--- src/bounded_list_engine_with_search_defines.svh ---
// ----------------------------------------------------------------------------
// Bounded list engine assertion macros
// Concurrent assertion wrappers for the list engine; ASSERT_OFF removes them.
// ----------------------------------------------------------------------------
`ifndef BOUNDED_LIST_ENGINE_WITH_SEARCH_DEFINES_SVH
`define BOUNDED_LIST_ENGINE_WITH_SEARCH_DEFINES_SVH

`ifndef ASSERT_OFF

// Property that must hold at every clock edge out of reset.
`define BLES_ASSERT(label, clk, rst, prop, msg) \
  label: assert property (@(posedge clk) disable iff (rst) (prop)) else $error(msg);

// Same-cycle implication.
`define BLES_ASSERT_IMPL(label, clk, rst, ante, cons, msg) \
  label: assert property (@(posedge clk) disable iff (rst) (ante) |-> (cons)) else $error(msg);

// Next-cycle implication.
`define BLES_ASSERT_NEXT(label, clk, rst, ante, cons, msg) \
  label: assert property (@(posedge clk) disable iff (rst) (ante) |=> (cons)) else $error(msg);

`else

`define BLES_ASSERT(label, clk, rst, prop, msg)
`define BLES_ASSERT_IMPL(label, clk, rst, ante, cons, msg)
`define BLES_ASSERT_NEXT(label, clk, rst, ante, cons, msg)

`endif

`endif

--- src/bles_pkg.sv ---
// ----------------------------------------------------------------------------
// Bounded list engine package
// Field widths, operation and status codes, controller states.
// ----------------------------------------------------------------------------
package bles_pkg;

  localparam int DEF_LIST_DEPTH  = 16;
  localparam int DEF_VALUE_WIDTH = 32;

  localparam int OP_W         = 3;
  localparam int VALUE_PORT_W = 32;
  localparam int STATUS_W     = 2;
  localparam int POS_W        = 4;
  localparam int LEN_W        = 5;

  localparam logic [OP_W-1:0] OP_INS_FRONT = 3'd0;
  localparam logic [OP_W-1:0] OP_INS_BACK  = 3'd1;
  localparam logic [OP_W-1:0] OP_DEL_FRONT = 3'd2;
  localparam logic [OP_W-1:0] OP_DEL_BACK  = 3'd3;
  localparam logic [OP_W-1:0] OP_SEARCH    = 3'd4;
  localparam logic [OP_W-1:0] OP_REVERSE   = 3'd5;

  localparam logic [STATUS_W-1:0] ST_OK       = 2'd0;
  localparam logic [STATUS_W-1:0] ST_EMPTY    = 2'd1;
  localparam logic [STATUS_W-1:0] ST_FULL     = 2'd2;
  localparam logic [STATUS_W-1:0] ST_NOTFOUND = 2'd3;

  typedef enum logic [3:0] {
    S_IDLE   = 4'b0001,
    S_READ   = 4'b0010,
    S_SEARCH = 4'b0100,
    S_PUSH   = 4'b1000
  } state_t;

endpackage

--- src/bles_if.sv ---
// ----------------------------------------------------------------------------
// Bounded list engine channels
// Valid/ready request and response interfaces with their payload fields.
// ----------------------------------------------------------------------------
interface bles_req_if;
  import bles_pkg::*;

  logic                           valid;
  logic                           ready;
  logic        [OP_W-1:0]         op;
  logic signed [VALUE_PORT_W-1:0] value;

  modport source (output valid, output op, output value, input ready);
  modport sink   (input valid, input op, input value, output ready);
endinterface

interface bles_rsp_if;
  import bles_pkg::*;

  logic                           valid;
  logic                           ready;
  logic        [STATUS_W-1:0]     status;
  logic signed [VALUE_PORT_W-1:0] removed_value;
  logic        [POS_W-1:0]        position;
  logic        [LEN_W-1:0]        length;

  modport source (output valid, output status, output removed_value, output position,
                  output length, input ready);
  modport sink   (input valid, input status, input removed_value, input position,
                  input length, output ready);
endinterface

--- src/bounded_list_engine_with_search.sv ---
// ----------------------------------------------------------------------------
// Bounded list engine with search
// Ordered list in a ring RAM: push/pop at either end, key search, reverse.
// ----------------------------------------------------------------------------
//  channel  dir  handshake     payload
//  req      in   valid/ready   op, value
//  rsp      out  valid/ready   status, removed_value, position, length
//
//  One request at a time. Insert, reverse and no-op go from idle through the
//  push state to the result register; delete adds a read state (one RAM read).
//  Search walks from the logical front until a hit or the last of up to
//  LIST_DEPTH entries, the single RAM read port walking one entry per cycle.
//  The result register lets the next request in while a response waits; a
//  finished request stalls in its push state until the result register frees.
//  Synchronous reset clears pointer, count and direction; the RAM is not
//  cleared, so the block takes requests as soon as reset is released.
// ----------------------------------------------------------------------------
`include "bounded_list_engine_with_search_defines.svh"

module bounded_list_engine_with_search #(
  parameter int LIST_DEPTH  = bles_pkg::DEF_LIST_DEPTH,
  parameter int VALUE_WIDTH = bles_pkg::DEF_VALUE_WIDTH
) (
  input  logic clk,
  input  logic rst,
  bles_req_if.sink   req,
  bles_rsp_if.source rsp
);
  import bles_pkg::*;

  localparam int PTR_W = $clog2(LIST_DEPTH);
  localparam int CNT_W = $clog2(LIST_DEPTH + 1);
  localparam int SUM_W = CNT_W + 1;
  localparam logic [SUM_W-1:0] DEPTH_S  = SUM_W'(LIST_DEPTH);
  localparam logic [PTR_W-1:0] LAST_PTR = PTR_W'(LIST_DEPTH - 1);

  function automatic logic [PTR_W-1:0] ring_inc(input logic [PTR_W-1:0] p);
    return (p == LAST_PTR) ? '0 : PTR_W'(p + 1'b1);
  endfunction

  function automatic logic [PTR_W-1:0] ring_dec(input logic [PTR_W-1:0] p);
    return (p == '0) ? LAST_PTR : PTR_W'(p - 1'b1);
  endfunction

  // off is at most LIST_DEPTH, so one conditional subtract wraps it
  function automatic logic [PTR_W-1:0] ring_add(input logic [PTR_W-1:0] p,
                                                input logic [CNT_W-1:0] off);
    logic [SUM_W-1:0] sum;
    sum = SUM_W'(p) + SUM_W'(off);
    if (sum >= DEPTH_S) begin
      sum = sum - DEPTH_S;
    end
    return PTR_W'(sum);
  endfunction

  function automatic logic [VALUE_WIDTH-1:0] to_store(input logic signed [VALUE_PORT_W-1:0] v);
    return VALUE_WIDTH'(v);
  endfunction

  state_t state;

  logic [PTR_W-1:0] front_ptr;
  logic [CNT_W-1:0] cnt;
  logic             rev;

  logic [VALUE_WIDTH-1:0] key;
  logic [PTR_W-1:0]       walk_slot;
  logic [PTR_W-1:0]       srch_idx;

  logic [STATUS_W-1:0]     res_status;
  logic [VALUE_PORT_W-1:0] res_removed;
  logic [POS_W-1:0]        res_pos;
  logic [LEN_W-1:0]        res_len;

  logic                    out_valid;
  logic [STATUS_W-1:0]     out_status;
  logic [VALUE_PORT_W-1:0] out_removed;
  logic [POS_W-1:0]        out_pos;
  logic [LEN_W-1:0]        out_len;

  logic                   acc;
  logic                   push;
  logic                   is_ins, is_del;
  logic                   nat_front_ins, nat_front_del;
  logic                   full, empty;
  logic [PTR_W-1:0]       before_front, back_ins_slot, last_slot, walk_next;
  logic                   ram_we;
  logic [PTR_W-1:0]       ram_waddr, ram_raddr;
  logic [VALUE_WIDTH-1:0] ram_wdata, ram_rdata;
  logic                   hit, walk_last;

  assign req.ready = (state == S_IDLE);
  assign acc       = req.valid && req.ready;

  // result register takes the finished request when empty or draining
  assign push      = (state == S_PUSH) && (!out_valid || rsp.ready);

  assign is_ins        = (req.op == OP_INS_FRONT) || (req.op == OP_INS_BACK);
  assign is_del        = (req.op == OP_DEL_FRONT) || (req.op == OP_DEL_BACK);
  assign nat_front_ins = (req.op == OP_INS_FRONT) != rev;
  assign nat_front_del = (req.op == OP_DEL_FRONT) != rev;
  assign full          = (cnt == CNT_W'(LIST_DEPTH));
  assign empty         = (cnt == '0);

  assign before_front  = ring_dec(front_ptr);
  assign back_ins_slot = ring_add(front_ptr, cnt);
  assign last_slot     = ring_add(front_ptr, CNT_W'(cnt - 1'b1));
  assign walk_next     = rev ? ring_dec(walk_slot) : ring_inc(walk_slot);

  assign ram_we    = acc && is_ins && !full;
  assign ram_waddr = nat_front_ins ? before_front : back_ins_slot;
  assign ram_wdata = to_store(req.value);

  // search walks from the logical front; reversed order starts at the ring tail
  always_comb begin
    priority if (state == S_SEARCH) begin
      ram_raddr = walk_next;
    end else if (is_del) begin
      ram_raddr = nat_front_del ? front_ptr : last_slot;
    end else begin
      ram_raddr = rev ? last_slot : front_ptr;
    end
  end

  assign hit       = (ram_rdata == key);
  assign walk_last = (CNT_W'(srch_idx) == CNT_W'(cnt - 1'b1));

  bles_ram #(
    .DEPTH (LIST_DEPTH),
    .WIDTH (VALUE_WIDTH),
    .AW    (PTR_W)
  ) u_ram (
    .clk   (clk),
    .we    (ram_we),
    .waddr (ram_waddr),
    .wdata (ram_wdata),
    .raddr (ram_raddr),
    .rdata (ram_rdata)
  );

  always_ff @(posedge clk) begin
    if (rst) begin
      state     <= S_IDLE;
      front_ptr <= '0;
      cnt       <= '0;
      rev       <= 1'b0;
      out_valid <= 1'b0;
    end else begin
      if (push) begin
        out_valid <= 1'b1;
      end else if (rsp.ready) begin
        out_valid <= 1'b0;
      end
      unique case (state)
        S_IDLE: begin
          if (acc) begin
            res_status  <= ST_OK;
            res_removed <= '0;
            res_pos     <= '0;
            res_len     <= LEN_W'(cnt);
            state       <= S_PUSH;
            priority if (is_ins) begin
              if (full) begin
                res_status <= ST_FULL;
              end else begin
                if (nat_front_ins) begin
                  front_ptr <= before_front;
                end
                cnt     <= CNT_W'(cnt + 1'b1);
                res_len <= LEN_W'(cnt + 1'b1);
              end
            end else if (is_del) begin
              if (empty) begin
                res_status <= ST_EMPTY;
              end else begin
                if (nat_front_del) begin
                  front_ptr <= ring_inc(front_ptr);
                end
                cnt     <= CNT_W'(cnt - 1'b1);
                res_len <= LEN_W'(cnt - 1'b1);
                state   <= S_READ;
              end
            end else if (req.op == OP_SEARCH) begin
              key <= to_store(req.value);
              if (empty) begin
                res_status <= ST_NOTFOUND;
              end else begin
                walk_slot <= ram_raddr;
                srch_idx  <= '0;
                state     <= S_SEARCH;
              end
            end else if (req.op == OP_REVERSE) begin
              rev <= !rev;
            end else begin
              // unused codes: plain ok response
            end
          end
        end
        S_READ: begin
          res_removed <= VALUE_PORT_W'(ram_rdata);
          state       <= S_PUSH;
        end
        S_SEARCH: begin
          // ram_rdata holds the entry at logical index srch_idx
          priority if (hit) begin
            res_status <= ST_OK;
            res_pos    <= POS_W'(srch_idx);
            state      <= S_PUSH;
          end else if (walk_last) begin
            res_status <= ST_NOTFOUND;
            state      <= S_PUSH;
          end else begin
            srch_idx  <= PTR_W'(srch_idx + 1'b1);
            walk_slot <= walk_next;
          end
        end
        S_PUSH: begin
          if (push) begin
            out_status  <= res_status;
            out_removed <= res_removed;
            out_pos     <= res_pos;
            out_len     <= res_len;
            state       <= S_IDLE;
          end
        end
        default: begin
          state <= S_IDLE;
        end
      endcase
    end
  end

  assign rsp.valid         = out_valid;
  assign rsp.status        = out_status;
  assign rsp.removed_value = signed'(out_removed);
  assign rsp.position      = out_pos;
  assign rsp.length        = out_len;

  `BLES_ASSERT(a_cnt_bound, clk, rst, cnt <= CNT_W'(LIST_DEPTH), "entry count above depth")
  `BLES_ASSERT(a_ptr_bound, clk, rst, front_ptr <= LAST_PTR, "front pointer outside ring")
  `BLES_ASSERT_IMPL(a_walk_bound, clk, rst, state == S_SEARCH, CNT_W'(srch_idx) < cnt, "search index past list end")
  `BLES_ASSERT_NEXT(a_ins_count, clk, rst, acc && is_ins && !full, cnt == $past(cnt) + 1'b1, "insert did not grow list")
  `BLES_ASSERT_IMPL(a_rsp_from_push, clk, rst, $rose(rsp.valid), $past(state == S_PUSH), "response raised outside push state")

endmodule

--- src/bles_ram.sv ---
// ----------------------------------------------------------------------------
// Bounded list entry store
// Simple dual-port RAM: one write port, one read port with registered data.
// ----------------------------------------------------------------------------
module bles_ram #(
  parameter int DEPTH = 16,
  parameter int WIDTH = 32,
  parameter int AW    = $clog2(DEPTH)
) (
  input  logic             clk,
  input  logic             we,
  input  logic [AW-1:0]    waddr,
  input  logic [WIDTH-1:0] wdata,
  input  logic [AW-1:0]    raddr,
  output logic [WIDTH-1:0] rdata
);

  logic [WIDTH-1:0] mem [DEPTH];

  always_ff @(posedge clk) begin
    if (we) begin
      mem[waddr] <= wdata;
    end
  end

  always_ff @(posedge clk) begin
    rdata <= mem[raddr];
  end

endmodule
--- src/flat_wrapper.sv ---
// flat-port wrapper written by rule: the top's interface ports become plain ports
module bounded_list_engine_with_search_flat import bles_pkg::*;
#(
  parameter int LIST_DEPTH  = bles_pkg::DEF_LIST_DEPTH,
  parameter int VALUE_WIDTH = bles_pkg::DEF_VALUE_WIDTH
)
  (clk, rst, req_valid, req_op, req_value, req_ready, rsp_valid, rsp_status, rsp_removed_value, rsp_position, rsp_length, rsp_ready);
  bles_req_if req_i ();
  bles_rsp_if rsp_i ();
  input  logic clk;
  input  logic rst;
  input wire logic [$bits(req_i.valid)-1:0] req_valid;
  input wire logic [$bits(req_i.op)-1:0] req_op;
  input wire logic [$bits(req_i.value)-1:0] req_value;
  output wire logic [$bits(req_i.ready)-1:0] req_ready;
  output wire logic [$bits(rsp_i.valid)-1:0] rsp_valid;
  output wire logic [$bits(rsp_i.status)-1:0] rsp_status;
  output wire logic [$bits(rsp_i.removed_value)-1:0] rsp_removed_value;
  output wire logic [$bits(rsp_i.position)-1:0] rsp_position;
  output wire logic [$bits(rsp_i.length)-1:0] rsp_length;
  input wire logic [$bits(rsp_i.ready)-1:0] rsp_ready;
  assign req_i.valid = req_valid;
  assign req_i.op = req_op;
  assign req_i.value = req_value;
  assign req_ready = req_i.ready;
  assign rsp_valid = rsp_i.valid;
  assign rsp_status = rsp_i.status;
  assign rsp_removed_value = rsp_i.removed_value;
  assign rsp_position = rsp_i.position;
  assign rsp_length = rsp_i.length;
  assign rsp_i.ready = rsp_ready;
  bounded_list_engine_with_search #(.LIST_DEPTH(LIST_DEPTH), .VALUE_WIDTH(VALUE_WIDTH)) u_core (.clk(clk), .rst(rst), .req(req_i), .rsp(rsp_i));
endmodule
--- config.mk ---
export PLATFORM = sky130hd
export DESIGN_NAME = bounded_list_engine_with_search_flat
export DESIGN_NICKNAME = d
export VERILOG_FILES = /design/src/bles_pkg.sv /design/src/bles_if.sv /design/src/bounded_list_engine_with_search.sv /design/src/bles_ram.sv /design/src/flat_wrapper.sv
export VERILOG_INCLUDE_DIRS = /design/src /design/src/src
export SDC_FILE = /design/constraint.sdc
export NUM_CORES = 1
export LEC_CHECK = 0
export ABC_AREA = 0
export BUFFER_PORTS_ARGS = -buffer_cell sky130_fd_sc_hd__buf_2
export CAP_MARGIN = 20
export CORE_ASPECT_RATIO = 1.1
export CORE_MARGIN = 3
export CORE_UTILIZATION = 58
export DETAILED_ROUTE_END_ITERATION = 10
export PLACE_DENSITY = 0.78
export SLEW_MARGIN = 20
export SYNTH_ARGS = -nofsm -noshare
export SYNTH_HDL_FRONTEND = slang
export SYNTH_SLANG_ARGS = --single-unit
--- constraint.sdc ---
create_clock -name clk -period 6.8 [get_ports clk]
set_clock_uncertainty 0.15 [all_clocks]
set_input_delay 0.34 -clock clk [delete_from_list [all_inputs] [get_ports clk]]
set_output_delay 0.34 -clock clk [all_outputs]
set_load 0.05 [all_outputs]
==> flow_summary.yaml, run 1 <==
status:
  status: "complete, no violations"
timing:
  setup_violations: 0
  worst_pin_slew_ps: 919
  hold_ws_ps: 29.9
  relSlewSlack_pct: 38.7
  period_share_pct: 59.8
  hold_viol: 0
  period_minus_slack_ps: 4070
  timing.setup.tns_ps: 0
  slew_viol_final: 0
  max_freq_ghz: 0.246
  grt_setup_unrepaired: "no"
routing:
  wirelength_um: 60500
  avgViaCountPerCell: 6.27
  drt-initial-drc-count: 1955
  first_pass_iters: 5
  drtAntennaViolNets: 0
  drc: 0
  dr_total_vias: 16221
  wl_per_cell_um: 23.4
power_and_ir_drop:
  ir_drop_mv: 0.202
  p_per_area_mw_per_mm2: 316
  leakage_nw: 10.3
clock_network:
  numCtsBuffers: 61
  hold_buffers: 34
  cts_resized: 0
  clkTransAtPathRegs_ps: 60
  cts_sinks: 685
  ctsRootBufferMaster: "clkbuf_16"
  worstSkewPairLatency_ps: 600
  cts_tree: "done"
  cts_max_level: 2
  clock_path_buffers: 3
  post-cts-setup-buffer-count: 0
place:
  port_buffers: 83
  gp_congestion: 0.823
  dp_hpwl_um: 30900
critical_path:
  crit_path_top_delay_cell: "nor2b_4"
  startpoint_type: "flip-flop"
  worst_ep_required_time_ps: 7180
  cp_slowest_stage_delay_ps: 580
  critPathArrivalTime_ps: 4450
  cp_max_fo: 19
  crit_chain: "inv_1 > ha_1 > inv_1 > ha_1 > a21o_1 > a21oi_1 > xnor2_1 > or3_1 > a31oi_2 > nor2b_4 > buf_4 > a22oi_1 > nand2_1"
  critPathCaptureType: "flip-flop"
  worst-setup-path-type: "reg2reg"
finish:
  final_common_cell: "edfxtp_1"
  area_growth_pct: 12.9
  drive_above_1_share_pct: 12.5
  nets: 2006
  final_cell_mix: "638 x edfxtp_1, 439 x nand2_1, 155 x a21oi_1, 128 x a32oi_1, 83 x buf_2"
  n_fill_cell: 2883
floorplanning:
  die_h_um: 230
  die_w_um: 210
  rows: 81
  dieArea_mm2: 0.0484
  initial_core_util_pct: 59.2
  floorplan.core_area_mm2: 0.0449
  io_pins: 84
global_routing:
  track_usage_pct: 24.7
  grt_pass1_vias: 15885
  antenna_found_initial: 5
  grt_first_pass_wirelength_um: 91800
  grt_max_degree: 258
  grt_overflow: 0
yosys:
  ys_ff_latch: 685
  ys_async_sr_fraction_pct: 0
  syn_avg_cell_area_um2: 14.3
  synth_edf_count: 638
  synthDistinctLibCells: 56
  ys_seq_area_share_pct: 75.7
  syn_area_mm2: 0.0266
  syn_nets: 1917
  synth_cells: 1862
  synth_warnings: 0
  synth_ff_type: "edfxtp_1"
flow_run:
  drv_cap: 0
min_path:
  hp-class: "in2reg"
area by class of cell:
class,instances,area (um^2),share of cell area (%)
inverters,16,65.1,0.217
flip-flops and latches,685,20100,67.0
diodes,2,5.00,0.0167
clock buffers,90,1780,5.92
multi-input cells,1041,6050,20.2
repair buffers,146,1050,3.50
well taps,581,727,2.42
clock inverters,25,229,0.763
worst paths after layout:
check | start | end | slack [ps] | cells after the start
min | rst | u_core.front_ptr[2] | 30 | 2
max | u_core.cnt[0] | u_core.u_ram.rdata[29] | 2730 | 13
max reg2reg | u_core.cnt[0] | u_core.u_ram.rdata[29] | 2730 | 13
min reg2reg | u_core.res_removed[4] | u_core.rsp.removed_value[4] | 270 | 0
cells in the mapped netlist (all sizes together) (9+ instances only):
cell type | instances | share of area [%]
ha | 14 | 0.66
a21oi | 155 | 2.9
buf | 66 | 1.3
xor2 | 9 | 0.33
o21ai | 14 | 0.28
dfxtp | 47 | 3.5
nor2 | 43 | 0.61
nand2 | 439 | 6.2
edfxtp | 638 | 72
and2 | 40 | 0.94
clkbuf | 54 | 0.77
xnor2 | 45 | 1.5
a22oi | 65 | 1.8
a32oi | 128 | 4.2
inv | 16 | 0.23
nand4 | 12 | 0.28
metrics by stage:
stage               instance area, um^2  util (%)  total power, mW  cells  setup slack [ps]
finish                            30000      66.8             9.48   2586              2730
global route                      30000      66.8             9.78   2585              2520
CTS                               29900      66.7             9.48   2582              2820
detailed placement                27600      61.5             6.12   2433              2820
global placement                  27600      61.5             6.08   2433              2950
floorplan                         26600         -             5.72   1862              1890
registers in the layout, indices dropped and copies added, names as in the netlist, 2 cells and up:
name,count
u_core.u_ram.mem,512
u_core.key,32
u_core.res_removed,32
u_core.rsp.removed_value,32
u_core.u_ram.rdata,32
u_core.cnt,5
u_core.res_len,5
u_core.rsp.length,5
u_core.front_ptr,4
u_core.res_pos,4
u_core.rsp.position,4
u_core.srch_idx,4
u_core.state,4
u_core.walk_slot,4
u_core.res_status,2
u_core.rsp.status,2
routing by layer:
metal	track usage, %	share of wire (%)
met2	40.7	49
met1	32.7	37
met3	4.47	9.8
met5	0	0.048
met4	10.5	3.9
power breakdown:
part           internal [mW]  switching (mW)  leakage (nW)
logic                  0.383           0.784          3.15
registers               4.77           0.161          6.16
clock network           1.93            1.46         0.986
total                   7.08            2.41          10.3
logic make-up after synthesis:
family,after synthesis,synth area share [%]
adders and majority gates,16,0.810
muxes,4,0.155
AOI/OAI and AO/OA,397,10.3
xor gates and xnor gates,54,1.84
and+or+nand+nor,570,9.03
buffers and inverters,136,2.25
DFF,685,75.7
critical path: cells and delay by family (launching register included):
family                     cells  cell delay, ps
buffers and inverters          3             640
and+or+nand+nor                3            1040
DFF                            1             510
adders and majority gates      2             670
AOI/OAI and AO/OA              4             900
xor gates and xnor gates       1              90
No activity file was read; power rests on OpenSTA's default activity.
==> run 2: changes to the inputs <==
==> constraint.sdc (replaced) <==
create_clock -name clk -period 4.2 [get_ports clk]
set_clock_uncertainty 0.15 [all_clocks]
set_input_delay 0.21 -clock clk [delete_from_list [all_inputs] [get_ports clk]]
set_output_delay 0.21 -clock clk [all_outputs]
set_load 0.05 [all_outputs]
==> flow_summary.yaml, run 2 (same netlist as run 1, synthesis figures left out) <==
status:
  status: "complete, no violations"
place:
  gp_congestion: 0.837
  dp_hpwl_um: 33900
  dpl_cell_area_mm2: 0.0279
  port_buffers: 83
  pre_cts_ws_ps: 524
critical_path:
  critPathArrivalTime_ps: 4040
  critPathCaptureType: "flip-flop"
  crit_chain: "inv_1 > ha_1 > inv_1 > ha_1 > a21o_1 > a21oi_1 > xnor2_1 > o21ai_0 > a31oi_2 > nor2_4 > buf_4 > a22oi_1 > nand2_1"
  cp_max_fo: 27
  startpoint_type: "flip-flop"
  crit_path_top_delay_cell: "nor2_4"
  cp_top_family: "simple AND/OR/NAND/NOR gates"
  ff2ff_setup_slack_ps: 540
  cp_slowest_stage_delay_ps: 860
  worst-setup-path-type: "reg2reg"
  crit_buf_inv: 3
  worst_ep_required_time_ps: 4580
global_routing:
  grt_first_pass_wirelength_um: 94500
  grt_max_degree: 257
  grt_overflow: 0
  track_usage_pct: 25.8
  antenna_found_initial: 2
  grt_pass1_vias: 16091
finish:
  area_growth_pct: 14.8
  drive_above_1_share_pct: 12.9
  nets: 2033
  fin_util_pct: 67.9
  largest_register: "u_core.u_ram.mem"
  design_area_mm2: 0.0305
  largest_register_ffs: 512
  final_cell_mix: "638 x edfxtp_1, 439 x nand2_1, 155 x a21oi_1, 128 x a32oi_1, 83 x buf_2"
  n_fill_cell: 2869
  final_common_cell: "edfxtp_1"
timing:
  hold_ws_ps: 266
  max_freq_ghz: 0.273
  setup_violations: 0
  fin_ws_ps: 541
  hold_viol: 0
  slew_viol_final: 0
  period_share_pct: 87.1
  grt_setup_unrepaired: "no"
  worst_pin_slew_ps: 1060
  relSlewSlack_pct: 28.8
  period_minus_slack_ps: 3660
floorplanning:
  initial_core_util_pct: 59.2
  die_w_um: 210
  rows: 81
  die_h_um: 230
  dieArea_mm2: 0.0484
  io_pins: 84
  floorplan.core_area_mm2: 0.0449
clock_network:
  post-cts-setup-buffer-count: 0
  hold_buffers: 39
  worstSkewPairLatency_ps: 600
  cts_sinks: 685
  clkTransAtPathRegs_ps: 60
  cts_max_level: 3
  clock_path_buffers: 3
  ctsRootBufferMaster: "clkbuf_16"
  numCtsBuffers: 66
  cts_tree: "done"
  cts_resized: 0
routing:
  drc: 0
  dr_total_vias: 16532
  avgViaCountPerCell: 6.33
  drtAntennaViolNets: 0
  wirelength_um: 62600
  wl_per_cell_um: 24.0
  first_pass_iters: 5
  drt-initial-drc-count: 2390
min_path:
  hp-class: "reg2reg"
power_and_ir_drop:
  ir_drop_mv: 0.325
  netSwitchingPower_mw: 3.98
  sw_frac_of_total_pct: 25.2
  p_seq_share_pct: 50.4
  combPwrFrac_pct: 12.4
  p_per_area_mw_per_mm2: 518
  p_int_mw: 11.8
  leakage_nw: 10.5
  power_frac_clock_pct: 37.1
  power_mw: 15.8
flow_run:
  drv_cap: 0
run 2: final timing paths:
| path | startpoint | cells after the start | to |
|---|---|---|---|
| hold reg to reg | u_core.res_pos[0] | 0 | u_core.rsp.position[0] |
| setup / recovery | u_core.cnt[0] | 13 | u_core.u_ram.rdata[17] |
| hold / removal | u_core.res_pos[0] | 0 | u_core.rsp.position[0] |
| setup reg to reg | u_core.cnt[0] | 13 | u_core.u_ram.rdata[17] |
run 2: metal layers:
| metal | track usage (%) | up-vias | part of all wire [%] |
|---|---|---|---|
| met5 | 0 | - | 0 |
| met4 | 11.4 | 0 | 3.9 |
| met3 | 5.26 | 169 | 11 |
| met2 | 41.7 | 1010 | 48 |
| met1 | 34.2 | 8106 | 37 |
| li1 | - | 7247 | - |
run 2: per-stage QoR:
stage               setup TNS, ps  instances
floorplan                  -30400       1862
global placement                0       2451
detailed placement              0       2451
CTS                             0       2609
global route                    0       2610
finish                          0       2611
run 2: area by class of cell:
class                      count  area (um^2)  area share (%)
multi-input combinational   1041         6060            19.9
clock buffer                  94         1870            6.13
clock inverter                25          297           0.972
tap                          581          727            2.38
sequential                   685        20100            65.9
timing repair buffer         168         1370            4.50
inverter                      16         67.6           0.222
antenna                        1         2.50         0.00821
run 2: worst register-to-register path, stage by stage, from the launching register on:
cell and delay, ps:
dfxtp_1 320, inv_1 90, ha_1 380, inv_1 80, ha_1 280, a21o_1 180, a21oi_1 190, xnor2_1 100
o21ai_0 220, a31oi_2 220, nor2_4 860, buf_4 320, a22oi_1 100, nand2_1 120
run 2: power by group through the flow:
stage	Sequential, mW	Combinational [mW]	Clock, mW
after floorplan	8.00	1.26	0
after global placement	8.07	1.81	0
after detailed placement	8.08	1.87	0
after CTS	7.94	1.93	5.93
after global routing	7.97	2.12	6.20
final	7.96	1.96	5.86
==> run 3: changes to the inputs <==
--- a/config.mk
+++ b/config.mk
@@ -11,9 +11,9 @@
 export CAP_MARGIN = 20
 export CORE_ASPECT_RATIO = 1.1
 export CORE_MARGIN = 3
-export CORE_UTILIZATION = 58
+export CORE_UTILIZATION = 56
 export DETAILED_ROUTE_END_ITERATION = 10
-export PLACE_DENSITY = 0.78
+export PLACE_DENSITY = 0.79
 export SLEW_MARGIN = 20
 export SYNTH_ARGS = -nofsm -noshare
 export SYNTH_HDL_FRONTEND = slang
==> constraint.sdc (replaced) <==
create_clock -name clk -period 3.3 [get_ports clk]
set_clock_uncertainty 0.15 [all_clocks]
set_input_delay 0.165 -clock clk [delete_from_list [all_inputs] [get_ports clk]]
set_output_delay 0.165 -clock clk [all_outputs]
set_load 0.05 [all_outputs]
==> flow_summary.yaml, run 3 (same netlist as run 1, synthesis figures left out) <==
global_routing:
  grt_max_degree: 105
  antenna_found_initial: 1
  grt_pass1_vias: 16077
  grt_first_pass_wirelength_um: 92900
  grt_overflow: 0
  track_usage_pct: 24.4
min_path:
  hp-class: "reg2reg"
  holdCritStartpoint: "u_core.res_len[1]"
floorplanning:
  initial_core_util_pct: 56.8
  rows: 83
  io_pins: 84
  floorplan.core_area_mm2: 0.0467
  dieArea_mm2: 0.0501
  die_w_um: 214
  die_h_um: 234
clock_network:
  worstSkewPairLatency_ps: 610
  cts_tree: "done"
  cts_max_level: 2
  cts_sinks: 685
  numCtsBuffers: 59
  ctsRootBufferMaster: "clkbuf_16"
  clkTransAtPathRegs_ps: 70
  clock_path_buffers: 3
critical_path:
  startpoint_type: "flip-flop"
  critPathCaptureType: "flip-flop"
  crit_chain: "inv_1 > ha_1 > inv_1 > ha_1 > a21o_1 > a21oi_1 > xnor2_1 > or3_1 > a31oi_4 > buf_12 > nor2_4 > a22oi_1 > nand2_1"
  cp_top_family: "simple AND/OR/NAND/NOR gates"
  crit_start: "u_core.cnt[0]"
  worst-setup-path-type: "reg2reg"
  r2r-start: "u_core.cnt[0]"
  critPathArrivalTime_ps: 3640
  crit_path_top_delay_cell: "nor2_4"
  crit_buf_inv: 3
  worst_ep_required_time_ps: 3710
  cp_slowest_stage_delay_ps: 600
  cp_max_fo: 16
finish:
  area_growth_pct: 16.2
  n_antenna_cell: 0
  final_cell_mix: "638 x edfxtp_1, 439 x nand2_1, 154 x a21oi_1, 128 x a32oi_1, 83 x buf_2"
  nets: 2061
  largest_register_ffs: 512
  final_common_cell: "edfxtp_1"
  largest_register: "u_core.u_ram.mem"
  drive_above_1_share_pct: 14.3
place:
  port_buffers: 83
  gp_congestion: 0.854
  dp_hpwl_um: 34300
power_and_ir_drop:
  ir_drop_mv: 0.448
  p_per_area_mw_per_mm2: 648
  leakage_nw: 10.7
routing:
  wl_per_cell_um: 23.2
  avgViaCountPerCell: 6.26
  drt-initial-drc-count: 2034
  wirelength_um: 61600
  dr_total_vias: 16598
  drc: 0
  drtAntennaViolNets: 0
  first_pass_iters: 6
timing:
  period_share_pct: 98.1
  hold_ws_ps: 264
  timing.setup.tns_ps: 0
  slew_viol_final: 0
  period_minus_slack_ps: 3240
  hold_viol: 0
  relSlewSlack_pct: 41.1
  setup_violations: 0
  max_freq_ghz: 0.309
  worst_pin_slew_ps: 877
status:
  status: "complete, no violations"
flow_run:
  drv_cap: 0
[run 3: cell count changes in the layout (fill, tap and decap cells not counted), moves of 2 or more]
cell / previous run / this run
nor2_4: 17 / 19
clkbuf_8: 7 / 11
clkbuf_1: 19 / 15
bufinv_16: 5 / 8
buf_12: 16 / 30
clkbuf_16: 68 / 61
clkinv_8: 3 / 1
buf_4: 29 / 47
[run 3: per-layer routing]
layer  GRT usage, %  routed length (um)
met5              0                  14
met1           33.0               23300
met3           4.18                5930
met2           39.4               29900
met4           11.1                2460
[run 3: worst paths after layout]
check / endpoint / slack [ps] / depth (start not counted)
worst max-delay path: u_core.u_ram.rdata[1] / 60 / 13
worst min-delay path: u_core.rsp.length[1] / 260 / 0
worst max register to register: u_core.u_ram.rdata[1] / 60 / 13
worst min register to register: u_core.rsp.length[1] / 260 / 0
[run 3: area by class of cell]
| type | count | area (um^2) |
|---|---|---|
| Clock buffer | 86 | 1710 |
| Clock inverter | 26 | 347 |
| Fill cell | 2958 | 15900 |
| Inverter | 16 | 65.1 |
| Multi-Input combinational cell | 1043 | 6110 |
| Sequential cell | 685 | 20100 |
| Tap cell | 595 | 744 |
| Timing Repair Buffer | 201 | 1790 |
[run 3: metrics by stage]
stage / total power, mW / utilization (%) / std cells / setup slack, ps / instance area [um^2]
after floorplan: 11.8 / - / 1862 / -328 / 26700
after global placement: 12.7 / 60.5 / 2490 / 92.2 / 28300
after detailed placement: 12.8 / 60.5 / 2490 / -80.7 / 28300
after CTS: 19.9 / 65.9 / 2645 / 3.49 / 30800
after global routing: 20.6 / 66.1 / 2652 / -2.66 / 30900
final: 20.0 / 66.1 / 2652 / 63.5 / 30900
[run 3: power breakdown]
part | leakage (nW) | total (mW) | switching (mW) | internal, mW
Sequential | 6.16 | 10.1 | 0.278 | 9.82
Clock | 1.00 | 7.20 | 2.98 | 4.22
Combinational | 3.54 | 2.70 | 1.76 | 0.947
Total | 10.7 | 20.0 | 5.02 | 15.0
[run 3: timing repair]
| item | in CTS | in global routing |
|---|---|---|
| pin swaps | 1 | 2 |
| cloned | 2 | 1 |
| hold buffers | 40 | 0 |
| hold endpoints to repair | 560 | 0 |
| endpoints found under the setup margin | 32 | 32 |
| gates resized for setup | 4 | 2 |
| setup buffers | 1 | 6 |
[run 3: worst register-to-register path: stages, from the launching register on]
cell     delay [ps]
dfxtp_1         340
inv_1            70
ha_1            340
inv_1            70
ha_1            270
a21o_1          170
a21oi_1         160
xnor2_1         180
or3_1           200
a31oi_4         130
buf_12          180
nor2_4          610
a22oi_1         230
nand2_1         110
